File: src/hw/rtl/tli_ram.sv
// ----------------------------------------------------------------------------
// Tape language interpreter RAM
// Simple dual-port memory with one write port and one registered read port.
// ----------------------------------------------------------------------------
module tli_ram #(
   parameter int DEPTH = 16,
   parameter int WIDTH = 8,
   localparam int AW = (DEPTH > 1) ? $clog2(DEPTH) : 1
) (
   input  logic             clock,
   input  logic             we,
   input  logic [AW-1:0]    waddr,
   input  logic [WIDTH-1:0] wdata,
   input  logic [AW-1:0]    raddr,
   output logic [WIDTH-1:0] rdata
);

   logic [WIDTH-1:0] mem_ff [DEPTH];
   logic [WIDTH-1:0] rdata_ff;

   always_ff @(posedge clock) begin
      if (we) begin
         mem_ff[waddr] <= wdata;
      end
      rdata_ff <= mem_ff[raddr];
   end

   assign rdata = rdata_ff;

endmodule

File: config.mk
export PLATFORM = sky130hd
export DESIGN_NAME = tli_ram
export DESIGN_NICKNAME = d
export VERILOG_FILES = /design/src/hw/rtl/tli_ram.sv
export SDC_FILE = /design/constraint.sdc
export NUM_CORES = 1
export LEC_CHECK = 0
export ABC_AREA = 1
export BUFFER_PORTS_ARGS = -buffer_cell sky130_fd_sc_hd__buf_2
export CAP_MARGIN = 15
export CORE_ASPECT_RATIO = 0.7
export CORE_MARGIN = 5
export CORE_UTILIZATION = 65
export CTS_CLUSTER_DIAMETER = 50
export DETAILED_ROUTE_END_ITERATION = 8
export PLACE_DENSITY_LB_ADDON = 0.15
export SYNTH_ARGS = -nofsm -noshare
export SYNTH_HDL_FRONTEND = slang
export SYNTH_SLANG_ARGS = --single-unit
File: constraint.sdc
create_clock -name clock -period 2.2 [get_ports clock]
set_input_delay 0.44 -clock clock [delete_from_list [all_inputs] [get_ports clock]]
set_output_delay 0.44 -clock clock [all_outputs]
set_load 0.02 [all_outputs]
# --- Yosys cells after proc, flatten, opt, wreduce, memory -nomap -nowiden ---
# Memory sizes are Yosys's and may differ from the RTL's. A register that Yosys moved wholly into a read port is not among the register bits.
# Index checks and enable logic that the tools add are counted.
# Widths: inputs -> output; s select.
word_totals:
  reg_bits: 0
  mem_bits_rw: 128
  input_bits: 18
  output_inout_bits: 8
  mem_count: 1
mem_list:
  columns: ["memory", "words", "word_bits", "rd", "rd_ports_with_merged_regs", "write_ports", "line", "source"]
  rows:
  - ["mem_ff", 16, 8, 1, 1, 1, "18", "logic [WIDTH-1:0] mem_ff [DEPTH];"]
classes:
  muxes: 2
op_table:
  columns: ["op", "count"]
  rows:
  - ["$mux 1", 2]

# --- Longest topological paths before layout ---
# Gate-level depths: netlist of the first run.
logic_depth:
  depth_word: 2
  ltp_mapped: 8
  ltp_nobuf: 7

# --- Worst setup path after synthesis of the first run ---
# No wires, ideal clock.
synth_timing:
  kind: "input-to-reg"
  from: "in waddr[2]"
  to: "mem mem_ff[10][0], enable pin"
  setup_time_ns: 0.370
  t_arrival_ns: 1.021
  slack_ns: 0.809
  stages: 2
  path_buffers: 0
  cell_sequence: "nand3b_1 nor2_1"
synth_lines:
  columns: ["element", "line", "source"]
  rows:
  - ["start, declared", "12", "input logic [AW-1:0] waddr,"]
  - ["end, declared", "18", null]
# No word-level cell before the write port.

# --- Worst setup path in the final report of the first run ---
layout_timing:
  from: "reg rdata_ff[5], in the netlist rdata[5], read port of mem_ff"
  to: "out rdata[5]"
layout_lines:
  columns: ["element", "line", "source"]
  rows:
  - ["start, declared", "19", "logic [WIDTH-1:0] rdata_ff;"]
  - ["end, declared", "15", "output logic [WIDTH-1:0] rdata"]
# No word-level cell between the ends.

==> flow_summary.ini, run 1 <==
[status]
outcome = complete, no violations

[clocking]
cts_tree = done
postCtsSetupRepairBufs = 0
hold_buffers = 0
ctsResizeCount = 0
clk_path_buf_depth = 2
cts.sinks = 136
clk_latency_ns = 0.42
cts_buffers = 17
cts-htree-levels = 4
clkTransAtPathRegs_ns = 0.05
cts_root_buf = clkbuf_16

[global_route]
grt_overflow_total = 0
antenna_found_initial = 0
grt_pass1_wl_um = 20500
track_usage = 0.267
grt_pass1_vias = 3791
grt_max_degree = 33

[route]
finalWirelength_um = 12900
drt_pass1_iterations = 5
route.vias.total = 3940
ant_nets = 0
drc = 0
routed_via_density = 5.50
post_drt_wl_per_cell_um = 18.0
drt_iter0_drc = 453

[power]
p_leak_nw = 2.86
peakVddDrop_mv = 1.10
powerDensity_mw_per_mm2 = 903

[die]
coreArea_mm2 = 0.00855
dieArea_mm2 = 0.0109
die_y_um = 88.8
row_count = 28
die_w_um = 123
start_util = 0.675
ios = 26

[synth]
synth.avg_cell_area_um2 = 10.5
synth_most_common_cell = nand2_1
yosysTopAreaCell = edfxtp_1
yosysWarnings = 0
ys.flop_type = edfxtp_1
netlist_instances = 551
ys_seq_elements = 136
synth.top_cell.area_share = 0.667
syn_nets = 569
ys_seq_area_frac = 0.694
synthArstFlopShare = 0
netlist_area_mm2 = 0.00577
ys_top_cells_by_area = edfxtp_1, nand2_1, nand3_1
synth_edf_count = 128
synth_top_cells_by_count = nand2_1, edfxtp_1, inv_1
synth.distinct_cells = 12

[sta]
max_slew_margin = 0.465
clock_skew_ns = 0.00677
period_minus_slack_ns = 1.38
tightest_slew_ns = 0.800
hold_viol_final = 0
setup_violations = 0
fmax_mhz = 725
setup_tns_ns = 0
finalMaxSlewViolations = 0
rsz0062_at_grt = false
fin_crit_sh = 0.627

[cells_and_area]
fin_util = 0.763
num-fill-cells = 591
diodes = 0
layout-drive-gt1-share = 0.112
final_nets = 603
area_growth_pct = 13.1
finalNonFillerCells = 717
final_area_mm2 = 0.00652

[hold_path]
hold_path_depth = 3
hold_end = rdata[3]
hp-class = in -> reg
hold_start = raddr[3]

[place]
routabilityCongestion = 0.879
placedCellCount = 686
placed_cell_area_mm2 = 0.00598
hpwl_um = 8070
port_buffers = 25

[critical_path]
max_stage_delay_ns = 0.35
cp-start-kind = flip-flop
cp_top_family = flip-flops
r2r_end = rdata[1]
crit_path_top_delay_cell = dfxtp_1
r2r_cells = 6
reg2reg_from = mem_ff[9][1]
worst_setup_path_end_kind = primary output
crit_fanout = 1
crit_buf_inv = 1
crit_chain = buf_2
worstPathRequired_ns = 1.76
critPathLaunch = rdata[5]
ff2ff_setup_slack_ns = 1.15
crit_type = reg -> out
cp.arrival_ns = 0.94

[flow_run]
drv_cap = 0
==> cell type report <==
class | instances | area (um^2) | share of cell area
clock buffer | 18 | 429 | 0.0658
timing repair buffer | 39 | 230 | 0.0353
inverter | 102 | 383 | 0.0587
clock inverter | 13 | 113 | 0.0173
sequential | 136 | 4000 | 0.614
tap | 120 | 150 | 0.0230
multi-input combinational | 289 | 1210 | 0.186
==> cells in the final DEF (no fill, tap or decap), types with 2 or more instances in the layout <==
master	n
nand2_1	173
edfxtp_1	128
inv_1	100
nand3_1	97
buf_2	25
nor2_1	17
clkbuf_16	17
buf_4	14
dfxtp_1	8
clkinv_2	6
clkinv_1	4
inv_2	2
nand3b_1	2
bufinv_16	2
==> stage by stage <==
stage	setup WS (ns)	power [mW]	hold WS, ns
final	0.821	5.89	0.393
after global routing	0.802	6.09	0.397
after CTS	0.805	5.91	0.377
after detailed placement	0.460	3.33	0.655
after global placement	0.522	3.31	0.653
after floorplan	0.809	3.19	0.539
==> cells by family (layout without fill, tap and decap cells) <==
kind of cell  count (synthesis)  after routing  synth area share
simple gates                289            289             0.210
buf+inv                     126            172            0.0952
flops                       136            136             0.694
==> state kept, by name, indices dropped and copies added (netlist names) <==
name / count
rdata: 8
mem_ff: 128
==> power breakdown <==
| part | switching [mW] | internal, mW | total [mW] |
|---|---|---|---|
| sequential | 0.0174 | 2.90 | 2.92 |
| combinational | 0.265 | 0.0980 | 0.363 |
| clock | 0.982 | 1.63 | 2.61 |
| total | 1.26 | 4.62 | 5.89 |
==> metal layers <==
metal,up-vias,routed length (um),global-route usage
met2,205,5730,0.394
met3,21,1320,0.0786
li1,1842,-,-
met5,-,0,0
met1,1872,5580,0.381
met4,0,245,0.102
==> how the worst max path moves through the flow <==
stage	endpoint	slack (ns)	depth (start not counted)
6_report	rdata[5]	0.82	1
5_1_grt	rdata[5]	0.80	1
4_1_cts	rdata[5]	0.81	1
3_5_place_dp	mem_ff[3][2]	0.46	4
3_3_place_gp	mem_ff[3][2]	0.52	4
2_1_floorplan	mem_ff[10][0]	0.81	2
Power figures use the tool's default switching activity.
==> inputs of run 2 (changes only) <==
- CORE_UTILIZATION: 65 -> 55
- clock period: 2.2 -> 1.26 ns (I/O delays scaled with it)
==> flow_summary.ini, run 2 (synthesized netlist as in run 1, its figures left out) <==
[place]
hpwl_um = 7830
placedCellCount = 709
routabilityCongestion = 0.782
port_buffers = 25

[cells_and_area]
finalNonFillerCells = 741
diodes = 0
final_nets = 614
largest_reg_flops = 128
num-fill-cells = 771
final_common_cell = nand2_1
layout-drive-gt1-share = 0.131
top_register = mem_ff
layout_common_cells = nand2_1, edfxtp_1, inv_1
area_growth_pct = 17.5

[sta]
period_minus_slack_ns = 1.16
clock_skew_ns = 0.00562
hold_ws_ns = 0.208
hold_viol_final = 0
max_slew_margin = 0.748
setup_tns_ns = 0
fin_crit_sh = 0.921
rsz0062_at_grt = false
tightest_slew_ns = 0.378
setup_violations = 0
fmax_mhz = 862
finalMaxSlewViolations = 0

[clocking]
postCtsSetupRepairBufs = 0
clk_path_buf_depth = 2
cts-htree-levels = 4
cts_buffers = 17
cts_tree = done
clkTransAtPathRegs_ns = 0.06
ctsResizeCount = 0
cts_root_buf = clkbuf_16
clk_latency_ns = 0.41
cts.sinks = 136
hold_buffers = 0

[route]
route.vias.total = 3811
routed_via_density = 5.14
drt_pass1_iterations = 5
finalWirelength_um = 12800
ant_nets = 0
drt_iter0_drc = 448
drc = 0
post_drt_wl_per_cell_um = 17.3

[die]
row_count = 31
coreArea_mm2 = 0.0103
start_util = 0.561
dieArea_mm2 = 0.0127
die_y_um = 95.7
ios = 26
die_w_um = 132

[status]
outcome = complete, no violations

[critical_path]
crit_fanout = 1
cp.arrival_ns = 0.91
crit_path_top_delay_cell = dfxtp_1
worstPathRequired_ns = 1.01
crit_type = reg -> out
worst_setup_path_end_kind = primary output
cp-start-kind = flip-flop
crit_chain = buf_2
max_stage_delay_ns = 0.33
crit_buf_inv = 1
cp_top_family = flip-flops

[power]
peakVddDrop_mv = 2.00
power.total_mw = 10.8
p_leak_nw = 2.97
powerDensity_mw_per_mm2 = 1600

[global_route]
grt_max_degree = 65
grt_pass1_vias = 3593
antenna_found_initial = 0
track_usage = 0.218
grt_pass1_wl_um = 20200
grt_overflow_total = 0

[hold_path]
hp-class = in -> reg

[flow_run]
drv_cap = 0
-- run 2: cell count changes in the layout (fill, tap and decap cells not counted), sizes merged --
cell and delta:
buf +11, bufinv +2, clkinv -3, clkinvlp +2
-- run 2: routing by layer --
| layer | wire length [um] | vias to the layer above | GRT usage | part of all wire |
|---|---|---|---|---|
| met5 | 0 | - | 0 | 0 |
| met4 | 78 | 0 | 0.0661 | 0.0061 |
| met3 | 1180 | 9 | 0.0675 | 0.092 |
| met2 | 5660 | 168 | 0.311 | 0.44 |
| met1 | 5910 | 1770 | 0.323 | 0.46 |
| li1 | - | 1864 | - | - |
-- run 2: power by group --
group	internal (mW)	total [mW]	switching, mW
clock network	3.28	5.07	1.79
logic	0.215	0.692	0.478
registers	5.06	5.08	0.0267
total	8.56	10.8	2.29
-- run 2: layout make-up --
cell class	instances	area, um^2	area share
multi-input cells	289	1210	0.179
well taps	132	165	0.0244
repair buffers	50	400	0.0591
flip-flops and latches	136	4000	0.591
inverters	102	383	0.0565
clock inverters	14	181	0.0268
clock buffers	18	429	0.0633
-- run 2: final timing paths --
kind                                    start       end  slack, ns  depth (start not counted)
worst max-delay path                 rdata[3]  rdata[3]       0.10                          1
worst min-delay path                 raddr[3]  rdata[2]       0.21                          3
worst max register to register   mem_ff[0][7]  rdata[7]       0.23                          6
worst min register to register  mem_ff[14][4]  rdata[4]       0.67                          6
-- run 2: metrics by stage --
step / area [um^2] / utilization / setup WS (ns)
after floorplan: 5770 / - / 0.0572
after global placement: 6170 / 0.600 / -0.0771
after detailed placement: 6170 / 0.600 / -0.0733
after CTS: 6780 / 0.659 / 0.0715
after global routing: 6780 / 0.659 / 0.0506
final: 6780 / 0.659 / 0.100
==> inputs of run 3 (changes only) <==
- CORE_UTILIZATION: 55 -> 35
==> flow_summary.ini, run 3 (synthesized netlist as in run 1, its figures left out) <==
[route]
drc = 0
ant_nets = 0
finalWirelength_um = 14900
route.vias.total = 3832
routed_via_density = 4.52
post_drt_wl_per_cell_um = 17.5
drt_pass1_iterations = 5
drt_iter0_drc = 326

[critical_path]
cp_top_family = flip-flops
endpoint = rdata[0]
path_depth = 1
crit_chain = buf_2
crit_type = reg -> out
cp-start-kind = flip-flop
ff2ff_setup_slack_ns = 0.22
r2r_end = rdata[4]
crit_buf_inv = 1
worstPathRequired_ns = 1.01
crit_path_top_delay_cell = dfxtp_1
worst_setup_path_end_kind = primary output
r2r_cells = 6
critPathLaunch = rdata[0]
crit_fanout = 1
cp.arrival_ns = 1.00
max_stage_delay_ns = 0.40
reg2reg_from = mem_ff[11][4]

[sta]
setup_violations = 0
fin_crit_sh = 0.992
tightest_slew_ns = 0.414
hold_viol_final = 0
period_minus_slack_ns = 1.25
fmax_mhz = 800
finalMaxSlewViolations = 0
clock_skew_ns = 0.0104
max_slew_margin = 0.724
setup_tns_ns = 0
rsz0062_at_grt = false

[clocking]
cts_root_buf = clkbuf_16
clk_path_buf_depth = 2
clk_latency_ns = 0.41
cts_tree = done
clkTransAtPathRegs_ns = 0.06
cts-htree-levels = 4
cts.sinks = 136
hold_buffers = 0
cts_buffers = 17
ctsResizeCount = 0
postCtsSetupRepairBufs = 0

[cells_and_area]
area_growth_pct = 21.2
diodes = 0
layout_common_cells = nand2_1, edfxtp_1, inv_1
layout-drive-gt1-share = 0.151
final_nets = 627
finalNonFillerCells = 847
fin_util = 0.430
top_register = mem_ff
num-fill-cells = 1591
largest_reg_flops = 128
final_common_cell = nand2_1

[die]
dieArea_mm2 = 0.0192
die_y_um = 117
row_count = 39
ios = 26
die_w_um = 163
start_util = 0.355
coreArea_mm2 = 0.0162

[place]
port_buffers = 25
placedCellCount = 815
hpwl_um = 9930
routabilityCongestion = 0.808

[hold_path]
hold_path_depth = 1
hp-class = in -> reg

[global_route]
grt_pass1_wl_um = 22700
grt_pass1_vias = 3697
track_usage = 0.160
antenna_found_initial = 0
grt_max_degree = 33
grt_overflow_total = 0

[flow_run]
drv_cap = 0

[status]
outcome = complete, no violations

[power]
powerDensity_mw_per_mm2 = 1570
peakVddDrop_mv = 0.796
p_leak_nw = 3.03
-- run 3: cell types whose count changed in the layout (fill, tap and decap cells not counted), sizes merged --
cell and delta:
buf +13, clkinv -1, clkbuf +1
-- run 3: worst min path at each step --
stage	start	to	slack (ns)
6_report	wdata[6]	mem_ff[8][6]	0.27
5_1_grt	wdata[6]	mem_ff[11][6]	0.27
4_1_cts	wdata[6]	mem_ff[8][6]	0.26
3_5_place_dp	mem_ff[10][0]	rdata[0]	0.66
3_3_place_gp	mem_ff[2][6]	rdata[6]	0.66
2_1_floorplan	wdata[0]	mem_ff[0][0]	0.35
-- run 3: layout make-up --
class | instances | area [um^2] | area share
Clock buffer | 19 | 433 | 0.0619
Clock inverter | 13 | 179 | 0.0256
Inverter | 102 | 383 | 0.0548
Multi-Input combinational cell | 289 | 1210 | 0.174
Sequential cell | 136 | 4000 | 0.573
Tap cell | 225 | 282 | 0.0403
Timing Repair Buffer | 63 | 498 | 0.0712
-- run 3: per-stage QoR --
| stage | instance area, um^2 | power (mW) | hold WS (ns) | setup slack [ns] |
|---|---|---|---|---|
| 4_1_cts | 6990 | 11.1 | 0.257 | 0.00448 |
| 5_1_grt | 6990 | 11.3 | 0.268 | 0.00168 |
| 6_report | 6990 | 11.0 | 0.266 | 0.0106 |
| 2_1_floorplan | 5770 | 5.57 | 0.351 | 0.0572 |
| 3_5_place_dp | 6380 | 5.93 | 0.656 | -0.166 |
| 3_3_place_gp | 6380 | 5.93 | 0.664 | -0.194 |
-- run 3: power by group --
| group | switching, mW | internal (mW) | leakage (nW) |
|---|---|---|---|
| combinational | 0.502 | 0.236 | 1.52 |
| sequential | 0.0316 | 5.06 | 1.22 |
| clock | 1.84 | 3.30 | 0.290 |
-- run 3: layer usage --
metal | global-route usage | vias up | share of wire
met5 | 0 | - | 0
met1 | 0.249 | 1832 | 0.52
met2 | 0.222 | 97 | 0.42
met4 | 0.0435 | 0 | 0.0069
li1 | - | 1893 | -
met3 | 0.0400 | 10 | 0.052
