`src/hw/rtl/tli_pkg.sv`:
```
// ----------------------------------------------------------------------------
// Tape language interpreter package
// Shared index width, item kinds, command characters, sequencer states and the
// operation code of the shared increment and decrement unit.
// ----------------------------------------------------------------------------
package tli_pkg;

   localparam int IDX_W = 13;

   localparam logic [1:0] KIND_LOAD    = 2'd0;
   localparam logic [1:0] KIND_EXEC    = 2'd1;
   localparam logic [1:0] KIND_RESTART = 2'd2;

   localparam logic [7:0] CMD_RIGHT = 8'h3E;
   localparam logic [7:0] CMD_LEFT  = 8'h3C;
   localparam logic [7:0] CMD_INC   = 8'h2B;
   localparam logic [7:0] CMD_DEC   = 8'h2D;
   localparam logic [7:0] CMD_OUT   = 8'h2E;
   localparam logic [7:0] CMD_IN    = 8'h2C;
   localparam logic [7:0] CMD_OPEN  = 8'h5B;
   localparam logic [7:0] CMD_CLOSE = 8'h5D;

   typedef enum logic [2:0] {
      ST_CLEAR,
      ST_IDLE,
      ST_DECODE,
      ST_ADVANCE,
      ST_SCAN_RD,
      ST_SCAN_CHK,
      ST_SCAN_STEP
   } state_type;

   typedef struct packed {
      logic dec;
      logic wrap;
   } alu_op_type;

endpackage

```
`src/hw/rtl/tli_alu.sv`:
```
// ----------------------------------------------------------------------------
// Tape language interpreter arithmetic unit
// Shared incrementer and decrementer with optional wrap at a fixed limit.
// ----------------------------------------------------------------------------
module tli_alu
   import tli_pkg::*;
#(
   parameter int W     = 16,
   parameter int LIMIT = 0
) (
   input  logic [W-1:0] a,
   input  alu_op_type   op,
   output logic [W-1:0] y,
   output logic         at_end
);

   localparam logic [W-1:0] LIM = W'(LIMIT);

   always_comb begin
      at_end = op.dec ? (a == '0) : (a == LIM);
      if (op.wrap && at_end) begin
         y = op.dec ? LIM : '0;
      end else begin
         y = op.dec ? (a - W'(1)) : (a + W'(1));
      end
   end

endmodule

```
`config.mk`:
```
export PLATFORM = sky130hd
export DESIGN_NAME = tli_alu
export DESIGN_NICKNAME = d
export VERILOG_FILES = /design/src/hw/rtl/tli_pkg.sv /design/src/hw/rtl/tli_alu.sv
export SDC_FILE = /design/constraint.sdc
export NUM_CORES = 1
export LEC_CHECK = 0
export CAP_MARGIN = 40
export CELL_PAD_IN_SITES_DETAIL_PLACEMENT = 1
export CELL_PAD_IN_SITES_GLOBAL_PLACEMENT = 1
export CORE_UTILIZATION = 51
export DETAILED_ROUTE_END_ITERATION = 8
export DONT_BUFFER_PORTS = 1
export PLACE_DENSITY_LB_ADDON = 0.1
export SLEW_MARGIN = 40
export SYNTH_ARGS = -nofsm -noshare
export SYNTH_HDL_FRONTEND = slang
export SYNTH_SLANG_ARGS = --single-unit
```
`constraint.sdc`:
```
create_clock -name vclk -period 6
set_input_delay 1.2 -clock vclk [all_inputs]
set_output_delay 1.2 -clock vclk [all_outputs]
set_load 0.02 [all_outputs]
```
; Word level (Yosys, flattened, before mapping)
; Cells that the tools add are included.
[classes]
reduce_logical = 2
add_sub_neg = 2
mux = 2
[op_table]
columns = operator, n
row1 = 16-bit 2-to-1 mux, 2
row2 = "16-bit by 1-bit adder with 16-bit output, second input constant", 1
row3 = 16-bit zero test, 1
row4 = "16-bit by 1-bit subtractor with 16-bit output, second input constant", 1
row5 = 1-bit logical AND, 1
[word_totals]
inputBits = 18
out_inout_bits = 17
reg_bits = 0
elab_cells = 6

; Longest topological paths before layout
; Gate-level depths: netlist (run 1).
[logic_depth]
depth_word = 3
depth_mapped = 7
ltp_nobuf = 7

; Least setup slack after synthesis (run 1)
; OpenSTA, ideal clock, no wires.
[synth_path]
path_kind = input to output
start = in a[6]
end = out y[13]
n_path_buf = 0
path_slack_ns = 2.033
stages = 6
arrival_ns = 2.767
cell_sequence = ha_1 a21o_1 a31oi_1 o21ai_0 o21ai_0 nor3b_1
[synth_between]
elab_chain_len = 3
elab_cells_between_ends = 6
classes_between = add/sub: 2 / mux: 2 / reduce/logical: 2
[synth_rtl]
columns = element, line
row1 = from (decl), tli_alu.sv:11  ; input logic [W-1:0] a,
row2 = "16-bit by 1-bit adder with 16-bit output, or another cell as far along", tli_alu.sv:24  ; y = op.dec ? (a - W'(1)) : (a + W'(1));
row3 = 16-bit 2-to-1 mux or 1-bit logical AND (tied branches), "tli_alu.sv:24, tli_alu.sv:21"
row4 = 16-bit 2-to-1 mux *, tli_alu.sv:21  ; if (op.wrap && at_end) begin
row5 = to (decl), tli_alu.sv:13  ; output logic [W-1:0] y,
; Every way passes the cells marked *; elsewhere a longest branch is shown, timed or not.

; Worst setup path in the final report (run 1)
[layout_path]
start = in a[0]
end = out y[8]
; The elaborated chain is that of the path after synthesis.

==> out/results.env, run 1 <==
SEQ_AREA_UM2=0
P_SW_uW=78.0
NUMBER_OF_ANTENNA_VIOLATIONS_AT_THE_FIRST_CHECK_IN_GLOBAL_ROUTING=0
CP_MAX_FO=5
POWER.DENSITY_CELL_AREA_nW_PER_UM2=133
WORSTSETUPSTARTPOINTTYPE='input port'
PLACE_HPWL_UM=2100
TRANSITION_TIME_AT_THE_PIN_WITH_THE_LEAST_SLEW_MARGIN_PS=687
CLOCK.FMAX_GHz=0.240
GROUTE.USAGE.OVERALL_PCT=28.2
CP_COMMON_CELL='sky130_fd_sc_hd__nor3_1'
FINAL_LAYOUT_SIZE_SUFFIX_GT1_SHARE_PCT=4.24
SEQ_CELLS=0
OVERFLOW=0
CHIP_HEIGHT_UM=43.9
START_UTIL_PCT=56.7
YOSYS.AREA_SHARE.SIMPLE_PCT=27.0
DETAIL_ROUTE.VIAS_PER_CELL=6.90
NUM-FILL-CELLS=217
CP_SLOWEST_CELL='sky130_fd_sc_hd__nor3_1'
LONGEST_INDIVIDUAL_STAGE_DELAY_ON_THE_WORST_PATH_PS=540
PATH_DELAY_FAMILY='simple AND/OR/NAND/NOR gates'
POST-ROUTE-DRC-COUNT=0
POWER.INTERNAL_uW=40.9
POWER.SHARE.COMBINATIONAL_PCT=100.0
CORE_AREA_UM2=1580
ROUTED_WIRE_LENGTH_PER_INSTANCE_UM=18.8
SYNTH_TOP_AREA_SHARE_PCT=19.6
FINAL.SETUP.WORST_SLACK_PS=1830
TIMING.FINAL.HOLD_VIOLATIONS=0
SETUP_VIOL=0
WORST-ENDPOINT-REQUIRED_PS=4800
TOTAL_POWER_uW=119
P_LEAK_uW=0.000430
IR_WORST_VDD_mV=0.0526
WORST_EP_ARRIVAL_TIME_PS=2970
POST_PLACE_WORST_SLACK_PS=1820
AREA_GROWTH_PCT=0
ANTENNA_CELLS_INSERTED=0
LAYOUT.CLOCK_BUFFERS=0
POST_CTS_RESIZE_COUNT=0
DRTITER0DRC=11
MAPPEDNETLISTNETS=155
SYNTH_XOR_XNOR_AREA_SHARE_PCT=5.88
SYNTH_COMPOUND_AREA_SHARE_PCT=36.1
DIE_W_UM=43.9
TOP_CELL_TYPE_BY_TOTAL_AREA_AFTER_SYNTHESIS='sky130_fd_sc_hd__ha_1'
ROUTED_WIRELENGTH_UM=2520
FINALWEIGHTEDCONGESTION=0.778
TIMING_WORST_SETUP_PATH_TYPE='in -> out'
GROUTE.LAYER.MET3.USAGE_PCT=1.67
PIN_COUNT_OF_THE_BIGGEST_NET_ENTERING_GLOBAL_ROUTING=17
SHARE_SEQ_OF_TOTAL_POWER_PCT=0
ROUTE.VIAS.TOTAL=924
USE_MET2_PCT=48.1
PATH_CELLS='inv_1 -> fa_1 -> nor2b_1 -> o211ai_1 -> a21oi_2 -> nor3_1 -> nor3_1'
FINAL_MIN_PERIOD_OVER_CLOCK_PERIOD_PCT=69.4
STATUS='finished, final reports clean'
BUSIEST_LAYER='met2'
AVERAGE_CELL_AREA_AFTER_SYNTHESIS_UM2=7.32
SYNTH.YOSYS.WARNINGS=0
VIAS_IN_THE_FIRST_GLOBAL_ROUTE=920
SYNTH.AREA.MUX_SHARE_PCT=5.60
WORST_SLEW_MARGIN_REL_PCT=54.1
WORST_SETUP_PATH_END_KIND='output pin'
ANT_NETS=0
GLOBAL_ROUTE_WIRE_LENGTH_BEFORE_REPAIR_UM=4190
USE_MET1_PCT=40.9
SETUP_TOTAL_NEGATIVE_SLACK_PS=0
IO_BUFFER_COUNT=0
FINAL_MAX_SLEW_VIOL_COUNT=0
NUMPLACEDINSTANCES=134
P_CLK_SHARE_PCT=0
SYNTH.DISTINCT_CELLS=37
SYNTH.AREA.TOP_CELLS='sky130_fd_sc_hd__ha_1 20%, sky130_fd_sc_hd__a21o_1 6.7%, sky130_fd_sc_hd__mux2i_1 5.6%, sky130_fd_sc_hd__a21oi_1 5.0%, sky130_fd_sc_hd__nand2_1 4.6%'
POST_SYNTH_INST_COUNT=122
HOLDBUFCOUNTCTS=0
CRIT_BUF_INV=1
SYNTH_FA_HA_AREA_SHARE_PCT=21.8
POST_CTS.REPAIR.SETUP_BUFFERS=0
RSZ0062_AT_GRT='false'
DESIGN.DIE.AREA_UM2=1920
P_SW_SHARE_PCT=65.6
HOLD_CLASS='in -> out'
SYNTH_SEQ_AREA_SHARE_PCT=0
TOTAL_AREA_OF_MULTI_INPUT_COMBINATIONAL_CELLS_UM2=862
DRT-PASS1-ITER-COUNT=6
PERIOD_MINUS_SLACK_PS=4170
CAP_VIOL_MAX_COUNT=0
FINAL_CELL_COUNT_NO_FILL=134
ROW_COUNT=14
FIN_NETS=153
LARGEST_FAMILY_OF_LOGIC_CELLS_BY_SYNTHESIZED_AREA='compound AO/OA/AOI/OAI gates'
SYN_AREA_UM2=893
IO_PINS=35
[layout by cell type, fill, tap and decap left out, types with 2 or more instances in the layout]
cell type	count
sky130_fd_sc_hd__ha_1	14
sky130_fd_sc_hd__nand2_1	11
sky130_fd_sc_hd__nor2_1	9
sky130_fd_sc_hd__a21oi_1	9
sky130_fd_sc_hd__a21o_1	8
sky130_fd_sc_hd__o21ai_0	6
sky130_fd_sc_hd__nor3_1	6
sky130_fd_sc_hd__nand2b_1	5
sky130_fd_sc_hd__mux2i_1	5
sky130_fd_sc_hd__nor4_1	4
sky130_fd_sc_hd__inv_1	3
sky130_fd_sc_hd__o211ai_1	3
sky130_fd_sc_hd__nand4_1	3
sky130_fd_sc_hd__xnor2_1	3
sky130_fd_sc_hd__xor2_1	3
sky130_fd_sc_hd__and4_1	2
sky130_fd_sc_hd__nor2b_1	2
sky130_fd_sc_hd__a31oi_1	2
sky130_fd_sc_hd__o41ai_2	2
sky130_fd_sc_hd__o21a_1	2
[through the flow]
stage          hold slack (ps)  area (um2)  utilization (%)
2_1_floorplan             2480         893                -
3_3_place_gp              2480         893             56.7
3_5_place_dp              2480         893             56.7
4_1_cts                   2480         893             56.7
5_1_grt                   2480         893             56.7
6_report                  2480         893             56.7
[layout make-up]
| class | instances | area share, % |
|---|---|---|
| multi-input combinational | 115 | 96.5 |
| inverter | 3 | 1.26 |
| tap | 16 | 2.24 |
[worst paths after layout]
kind,from,end,depth (start not counted)
max,a[0],y[8],7
min,a[0],y[0],1
[logic make-up after synthesis]
| kind of cell | count (synthesis) |
|---|---|
| compound gates | 42 |
| xor+xnor | 6 |
| fa+ha+maj | 15 |
| buf+inv | 7 |
| mux | 5 |
| simple gates | 47 |
[per-layer routing]
layer / wire length (um) / part of all wire (%)
met5: 0 / 0
met4: 0 / 0
met3: 74 / 2.9
met2: 1240 / 49
met1: 1210 / 48
[synth_stat cells]
cell	instances
sky130_fd_sc_hd__ha_1	14
sky130_fd_sc_hd__nand2_1	11
sky130_fd_sc_hd__a21oi_1	9
sky130_fd_sc_hd__nor2_1	9
sky130_fd_sc_hd__a21o_1	8
sky130_fd_sc_hd__nor3_1	6
sky130_fd_sc_hd__o21ai_0	6
sky130_fd_sc_hd__mux2i_1	5
sky130_fd_sc_hd__nand2b_1	5
sky130_fd_sc_hd__buf_2	4
sky130_fd_sc_hd__nor4_1	4
sky130_fd_sc_hd__inv_1	3
sky130_fd_sc_hd__nand4_1	3
sky130_fd_sc_hd__o211ai_1	3
sky130_fd_sc_hd__xnor2_1	3
sky130_fd_sc_hd__xor2_1	3
sky130_fd_sc_hd__a31oi_1	2
sky130_fd_sc_hd__and4_1	2
sky130_fd_sc_hd__nor2b_1	2
sky130_fd_sc_hd__o21a_1	2
sky130_fd_sc_hd__o41ai_2	2
sky130_fd_sc_hd__a211o_1	1
sky130_fd_sc_hd__a21boi_0	1
sky130_fd_sc_hd__a21o_4	1
sky130_fd_sc_hd__a21oi_2	1
sky130_fd_sc_hd__a31o_1	1
sky130_fd_sc_hd__a31oi_4	1
sky130_fd_sc_hd__a41oi_1	1
sky130_fd_sc_hd__and2_1	1
sky130_fd_sc_hd__and3_1	1
sky130_fd_sc_hd__fa_1	1
sky130_fd_sc_hd__nand3_1	1
sky130_fd_sc_hd__nor3b_1	1
sky130_fd_sc_hd__o2111ai_1	1
sky130_fd_sc_hd__o211a_1	1
sky130_fd_sc_hd__o21bai_1	1
sky130_fd_sc_hd__or2_1	1
[power by group through the flow]
stage	sequential, uW	clock, uW	combinational (uW)
3_5_place_dp	0	0	118
5_1_grt	0	0	131
2_1_floorplan	0	0	103
6_report	0	0	119
4_1_cts	0	0	119
3_3_place_gp	0	0	114
Power figures use the tool's default switching activity.
==> run 2: changes to the inputs <==
--- a/config.mk
+++ b/config.mk
@@ -8,7 +8,7 @@
 export CAP_MARGIN = 40
 export CELL_PAD_IN_SITES_DETAIL_PLACEMENT = 1
 export CELL_PAD_IN_SITES_GLOBAL_PLACEMENT = 1
-export CORE_UTILIZATION = 51
+export CORE_UTILIZATION = 43
 export DETAILED_ROUTE_END_ITERATION = 8
 export DONT_BUFFER_PORTS = 1
 export PLACE_DENSITY_LB_ADDON = 0.1
==> constraint.sdc (replaced) <==
create_clock -name vclk -period 3.6
set_input_delay 0.72 -clock vclk [all_inputs]
set_output_delay 0.72 -clock vclk [all_outputs]
set_load 0.02 [all_outputs]
==> out/results.env, run 2 (synthesis gave the netlist of run 1 again) <==
POST_PLACE_WORST_SLACK_PS=405  # -1420 ps
START_UTIL_PCT=45.5  # -11 points
GLOBAL_ROUTE_WIRE_LENGTH_BEFORE_REPAIR_UM=3860  # -7.7%
SEQ_AREA_UM2=0  # unchanged
DESIGN.DIE.AREA_UM2=2260  # +18%
PIN_COUNT_OF_THE_BIGGEST_NET_ENTERING_GLOBAL_ROUTING=17  # unchanged
ROUTED_WIRELENGTH_UM=2640  # +4.8%
POST_CTS_RESIZE_COUNT=0  # unchanged
POWER.DENSITY_CELL_AREA_nW_PER_UM2=223  # +67%
ROUTED_WIRE_LENGTH_PER_INSTANCE_UM=17.8  # -5.1%
HOLD_WS_PS=1520  # -961 ps
DETAIL_ROUTE.VIAS_PER_CELL=6.39  # -7.3%
FINAL_LAYOUT_SIZE_SUFFIX_GT1_SHARE_PCT=6.61  # +2.4 points
CAP_VIOL_MAX_COUNT=0  # unchanged
ANT_NETS=0  # unchanged
FIN_UTIL_PCT=47.4  # -9.3 points
HOLD_CLASS='in -> out'
WORST_SLEW_MARGIN_REL_PCT=57.2  # +3.1 points
CHIP_HEIGHT_UM=47.6  # +8.5%
CORE_AREA_UM2=1960  # +24%
DRTITER0DRC=12  # +1
POST-ROUTE-DRC-COUNT=0  # unchanged
LAYOUT_COMMONEST_CELL='sky130_fd_sc_hd__ha_1'
CP_MAX_FO=5  # unchanged
NUMBER_OF_ANTENNA_VIOLATIONS_AT_THE_FIRST_CHECK_IN_GLOBAL_ROUTING=0  # unchanged
STATUS='finished, final reports clean'
FINAL_MIN_PERIOD_OVER_CLOCK_PERIOD_PCT=88.8
CLOCK.FMAX_GHz=0.313
NUM-FILL-CELLS=268  # +24%
LAYOUT_COMMON_CELLS='14 x sky130_fd_sc_hd__ha_1, 11 x sky130_fd_sc_hd__nand2_1, 9 x sky130_fd_sc_hd__nor2_1, 9 x sky130_fd_sc_hd__a21oi_1, 8 x sky130_fd_sc_hd__a21o_1'
TIMING_WORST_SETUP_PATH_TYPE='in -> out'
TRANSITION_TIME_AT_THE_PIN_WITH_THE_LEAST_SLEW_MARGIN_PS=637  # -50.0 ps
VIAS_IN_THE_FIRST_GLOBAL_ROUTE=913  # -0.76%
WORST_EP_ARRIVAL_TIME_PS=2480  # -490 ps
GROUTE.USAGE.OVERALL_PCT=23.6  # -4.6 points
SETUP_VIOL=0  # unchanged
IO_PINS=35  # unchanged
P_LEAK_uW=0.000445  # +3.3%
PERIOD_MINUS_SLACK_PS=3200
HOLDBUFCOUNTCTS=0  # unchanged
TIMING.FINAL.HOLD_VIOLATIONS=0  # unchanged
PLACE_HPWL_UM=2290  # +9.0%
OVERFLOW=0  # unchanged
FINAL_MAX_SLEW_VIOL_COUNT=0  # unchanged
SEQ_CELLS=0  # unchanged
SETUP_TOTAL_NEGATIVE_SLACK_PS=0  # unchanged
RSZ0062_AT_GRT='false'
WORSTSETUPSTARTPOINTTYPE='input port'
ROUTE.VIAS.TOTAL=946  # +2.4%
DRT-PASS1-ITER-COUNT=4  # -2
IO_BUFFER_COUNT=0  # unchanged
FINALWEIGHTEDCONGESTION=0.865  # +11%
AREA_GROWTH_PCT=4.06
WORST_SETUP_PATH_END_KIND='output pin'
FIN_NETS=156  # +2.0%
WORST-ENDPOINT-REQUIRED_PS=2880  # -1920 ps
IR_WORST_VDD_mV=0.0902  # +71%
ROW_COUNT=16  # +2
ANTENNA_CELLS_INSERTED=0  # unchanged
POST_CTS.REPAIR.SETUP_BUFFERS=0  # unchanged
LAYOUT.CLOCK_BUFFERS=0  # unchanged
FINAL.SETUP.WORST_SLACK_PS=402  # -1430 ps
DIE_W_UM=47.6  # +8.5%
==> run 2: cell count changes in the layout (fill, tap and decap cells not counted) <==
cell	previous run	this run
sky130_fd_sc_hd__buf_4	0	3
==> run 2: through the flow <==
stage               std cells  total power (uW)  area [um2]
finish                    148               207         930
global route              148               227         930
CTS                       148               208         930
detailed placement        148               207         930
global placement          148               200         930
floorplan                 122               171         893
==> run 2: path summary, 6_finish.rpt <==
check | start | slack, ps | endpoint | cells after the start
min | a[0] | 1520 | y[0] | 1
max | a[0] | 400 | y[14] | 7
==> run 2: where the power goes <==
part / total, uW / switching (uW) / internal [uW]
clock: 0 / 0 / 0
sequential: 0 / 0 / 0
combinational: 207 / 132 / 75.4
==> run 2: critical path, cell delays in order <==
cell and delay (ps):
sky130_fd_sc_hd__inv_1 40, sky130_fd_sc_hd__fa_1 430, sky130_fd_sc_hd__nor2b_1 250, sky130_fd_sc_hd__o211ai_1 180, sky130_fd_sc_hd__a21oi_2 270, sky130_fd_sc_hd__a41oi_1 170, sky130_fd_sc_hd__mux2i_1 420
==> run 2: cell type report <==
| type | count | area (um2) | area share [%] |
|---|---|---|---|
| well taps | 27 | 33.8 | 3.63 |
| inverters | 3 | 11.3 | 1.21 |
| repair buffers | 3 | 22.5 | 2.42 |
| multi-input cells | 115 | 862 | 92.7 |
==> run 2: layer usage <==
metal / share of wire (%) / vias to the layer above / global-route usage [%]
met5: 0 / - / 0
met4: 0.68 / 0 / 2.22
met3: 3.9 / 2 / 1.51
met2: 55 / 23 / 52.3
met1: 40 / 452 / 24.0
li1: - / 469 / -
==> run 3: changes to the inputs <==
--- a/config.mk
+++ b/config.mk
@@ -8,10 +8,11 @@
 export CAP_MARGIN = 40
 export CELL_PAD_IN_SITES_DETAIL_PLACEMENT = 1
 export CELL_PAD_IN_SITES_GLOBAL_PLACEMENT = 1
+export CORE_MARGIN = 4
 export CORE_UTILIZATION = 43
 export DETAILED_ROUTE_END_ITERATION = 8
 export DONT_BUFFER_PORTS = 1
-export PLACE_DENSITY_LB_ADDON = 0.1
+export PLACE_DENSITY = 0.9
 export SLEW_MARGIN = 40
 export SYNTH_ARGS = -nofsm -noshare
 export SYNTH_HDL_FRONTEND = slang
==> constraint.sdc (replaced) <==
create_clock -name vclk -period 3.6
set_input_delay 0.54 -clock vclk [all_inputs]
set_output_delay 0.54 -clock vclk [all_outputs]
set_load 0.02 [all_outputs]
==> out/results.env, run 3 (synthesis gave the netlist of run 1 again) <==
P_LEAK_uW=0.000435  # -2.1%
CP_SLOWEST_CELL='sky130_fd_sc_hd__fa_1'
NUMPLACEDINSTANCES=146  # -1.4%
DETAIL_ROUTE.VIAS_PER_CELL=6.49  # +1.6%
GLOBAL_ROUTE_WIRE_LENGTH_BEFORE_REPAIR_UM=4340  # +12%
CORE_AREA_UM2=1960  # unchanged
SETUP_TOTAL_NEGATIVE_SLACK_PS=0  # unchanged
HOLD_CLASS='in -> out'
PLACED_AREA_UM2=915  # -1.6%
HOLD_PATH_STARTPOINT='a[0]'
ROUTED_WIRELENGTH_UM=2620  # -0.91%
POST_CTS_RESIZE_COUNT=0  # unchanged
FINAL_CELL_COUNT_NO_FILL=146  # -1.4%
IO_BUFFER_COUNT=0  # unchanged
LAYOUT_COMMON_CELLS='14 x sky130_fd_sc_hd__ha_1, 11 x sky130_fd_sc_hd__nand2_1, 9 x sky130_fd_sc_hd__nor2_1, 9 x sky130_fd_sc_hd__a21oi_1, 8 x sky130_fd_sc_hd__a21o_1'
TIMING.FINAL.HOLD_VIOLATIONS=0  # unchanged
IO_PINS=35  # unchanged
AREA_GROWTH_PCT=2.38
PLACE_HPWL_UM=2250  # -1.7%
TIMING.CRITICAL_PATH.FROM='a[0]'
CAP_VIOL_MAX_COUNT=0  # unchanged
WORST_SLEW_MARGIN_REL_PCT=53.6  # -3.6 points
GROUTE.USAGE.OVERALL_PCT=19.4  # -4.2 points
FINAL_MIN_PERIOD_OVER_CLOCK_PERIOD_PCT=78.5  # -10 points
PATH_DELAY_FAMILY='compound AO/OA/AOI/OAI gates'
WORST_EP_ARRIVAL_TIME_PS=2290  # -190 ps
FINAL_MAX_SLEW_VIOL_COUNT=0  # unchanged
ANTENNA_CELLS_INSERTED=0  # unchanged
DRTITER0DRC=8  # -4
ANT_NETS=0  # unchanged
PIN_COUNT_OF_THE_BIGGEST_NET_ENTERING_GLOBAL_ROUTING=17  # unchanged
SETUP_VIOL=0  # unchanged
PERIOD_MINUS_SLACK_PS=2830  # -372 ps
TIMING_WORST_SETUP_PATH_TYPE='in -> out'
FINALWEIGHTEDCONGESTION=0.819  # -5.3%
DRT-PASS1-ITER-COUNT=4  # unchanged
SEQ_CELLS=0  # unchanged
POWER.DENSITY_CELL_AREA_nW_PER_UM2=219  # -1.9%
TRANSITION_TIME_AT_THE_PIN_WITH_THE_LEAST_SLEW_MARGIN_PS=690  # +53.9 ps
STATUS='finished, final reports clean'
FIN_NETS=154  # -1.3%
ROUTED_WIRE_LENGTH_PER_INSTANCE_UM=17.9  # +0.45%
POST_PLACE_WORST_SLACK_PS=771  # +366 ps
WORST-ENDPOINT-REQUIRED_PS=3060  # +180 ps
WORSTSETUPSTARTPOINTTYPE='input port'
OVERFLOW=0  # unchanged
FINAL_AREA_UM2=915  # -1.6%
PATH_CELLS='inv_1 -> fa_1 -> nor2b_1 -> o211ai_1 -> a21oi_2 -> a41oi_1 -> mux2i_1'
CP_MAX_FO=5  # unchanged
DIE_W_UM=53.6  # +13%
FINAL.SETUP.WORST_SLACK_PS=774  # +372 ps
FINAL_LAYOUT_SIZE_SUFFIX_GT1_SHARE_PCT=5.04  # -1.6 points
LONGEST_INDIVIDUAL_STAGE_DELAY_ON_THE_WORST_PATH_PS=430  # about the same
IR_WORST_VDD_mV=0.0787  # -13%
CHIP_HEIGHT_UM=53.6  # +13%
LAYOUT.CLOCK_BUFFERS=0  # unchanged
WORST_SETUP_PATH_END_KIND='output pin'
HOLD_WS_PS=1160  # -359 ps
VIAS_IN_THE_FIRST_GLOBAL_ROUTE=975  # +6.8%
ROW_COUNT=16  # unchanged
POST_CTS.REPAIR.SETUP_BUFFERS=0  # unchanged
POST-ROUTE-DRC-COUNT=0  # unchanged
RSZ0062_AT_GRT='false'
CLOCK.FMAX_GHz=0.354  # +13%
NUMBER_OF_ANTENNA_VIOLATIONS_AT_THE_FIRST_CHECK_IN_GLOBAL_ROUTING=0  # unchanged
ROUTE.VIAS.TOTAL=948  # +0.21%
HOLDBUFCOUNTCTS=0  # unchanged
SEQ_AREA_UM2=0  # unchanged
START_UTIL_PCT=45.5  # unchanged
DESIGN.DIE.AREA_UM2=2870  # +27%
LAYOUT_COMMONEST_CELL='sky130_fd_sc_hd__ha_1'
CRIT_BUF_INV=1  # unchanged
run 3: cell count changes in the layout (fill, tap and decap cells not counted):
cell / change
sky130_fd_sc_hd__buf_4: -2
run 3: cell type report:
class	instances	area (um2)
fillers	287	1050
inverters	3	11.3
multi-input cells	115	862
well taps	27	33.8
repair buffers	1	7.51
run 3: power by group:
group / internal [uW] / total [uW] / switching [uW]
Clock: 0 / 0 / 0
Sequential: 0 / 0 / 0
Combinational: 70.6 / 200 / 129
run 3: final timing paths:
path,end,slack (ps),cells past startpoint
setup / recovery,y[14],770,7
hold / removal,y[0],1160,1
run 3: per-layer routing:
metal / share of wire, % / wire, um / track usage [%] / vias to the layer above
li1: - / - / - / 463
met3: 7.0 / 182 / 3.32 / 0
met2: 53 / 1380 / 39.6 / 26
met5: 0 / 0 / 0 / -
met1: 40 / 1050 / 21.7 / 459
met4: 0 / 0 / 0 / 0
run 3: stage by stage:
step	utilization [%]	total power (uW)
5_1_grt	46.6	221
3_5_place_dp	46.6	201
6_report	46.6	200
3_3_place_gp	46.6	194
2_1_floorplan	-	171
4_1_cts	46.6	201
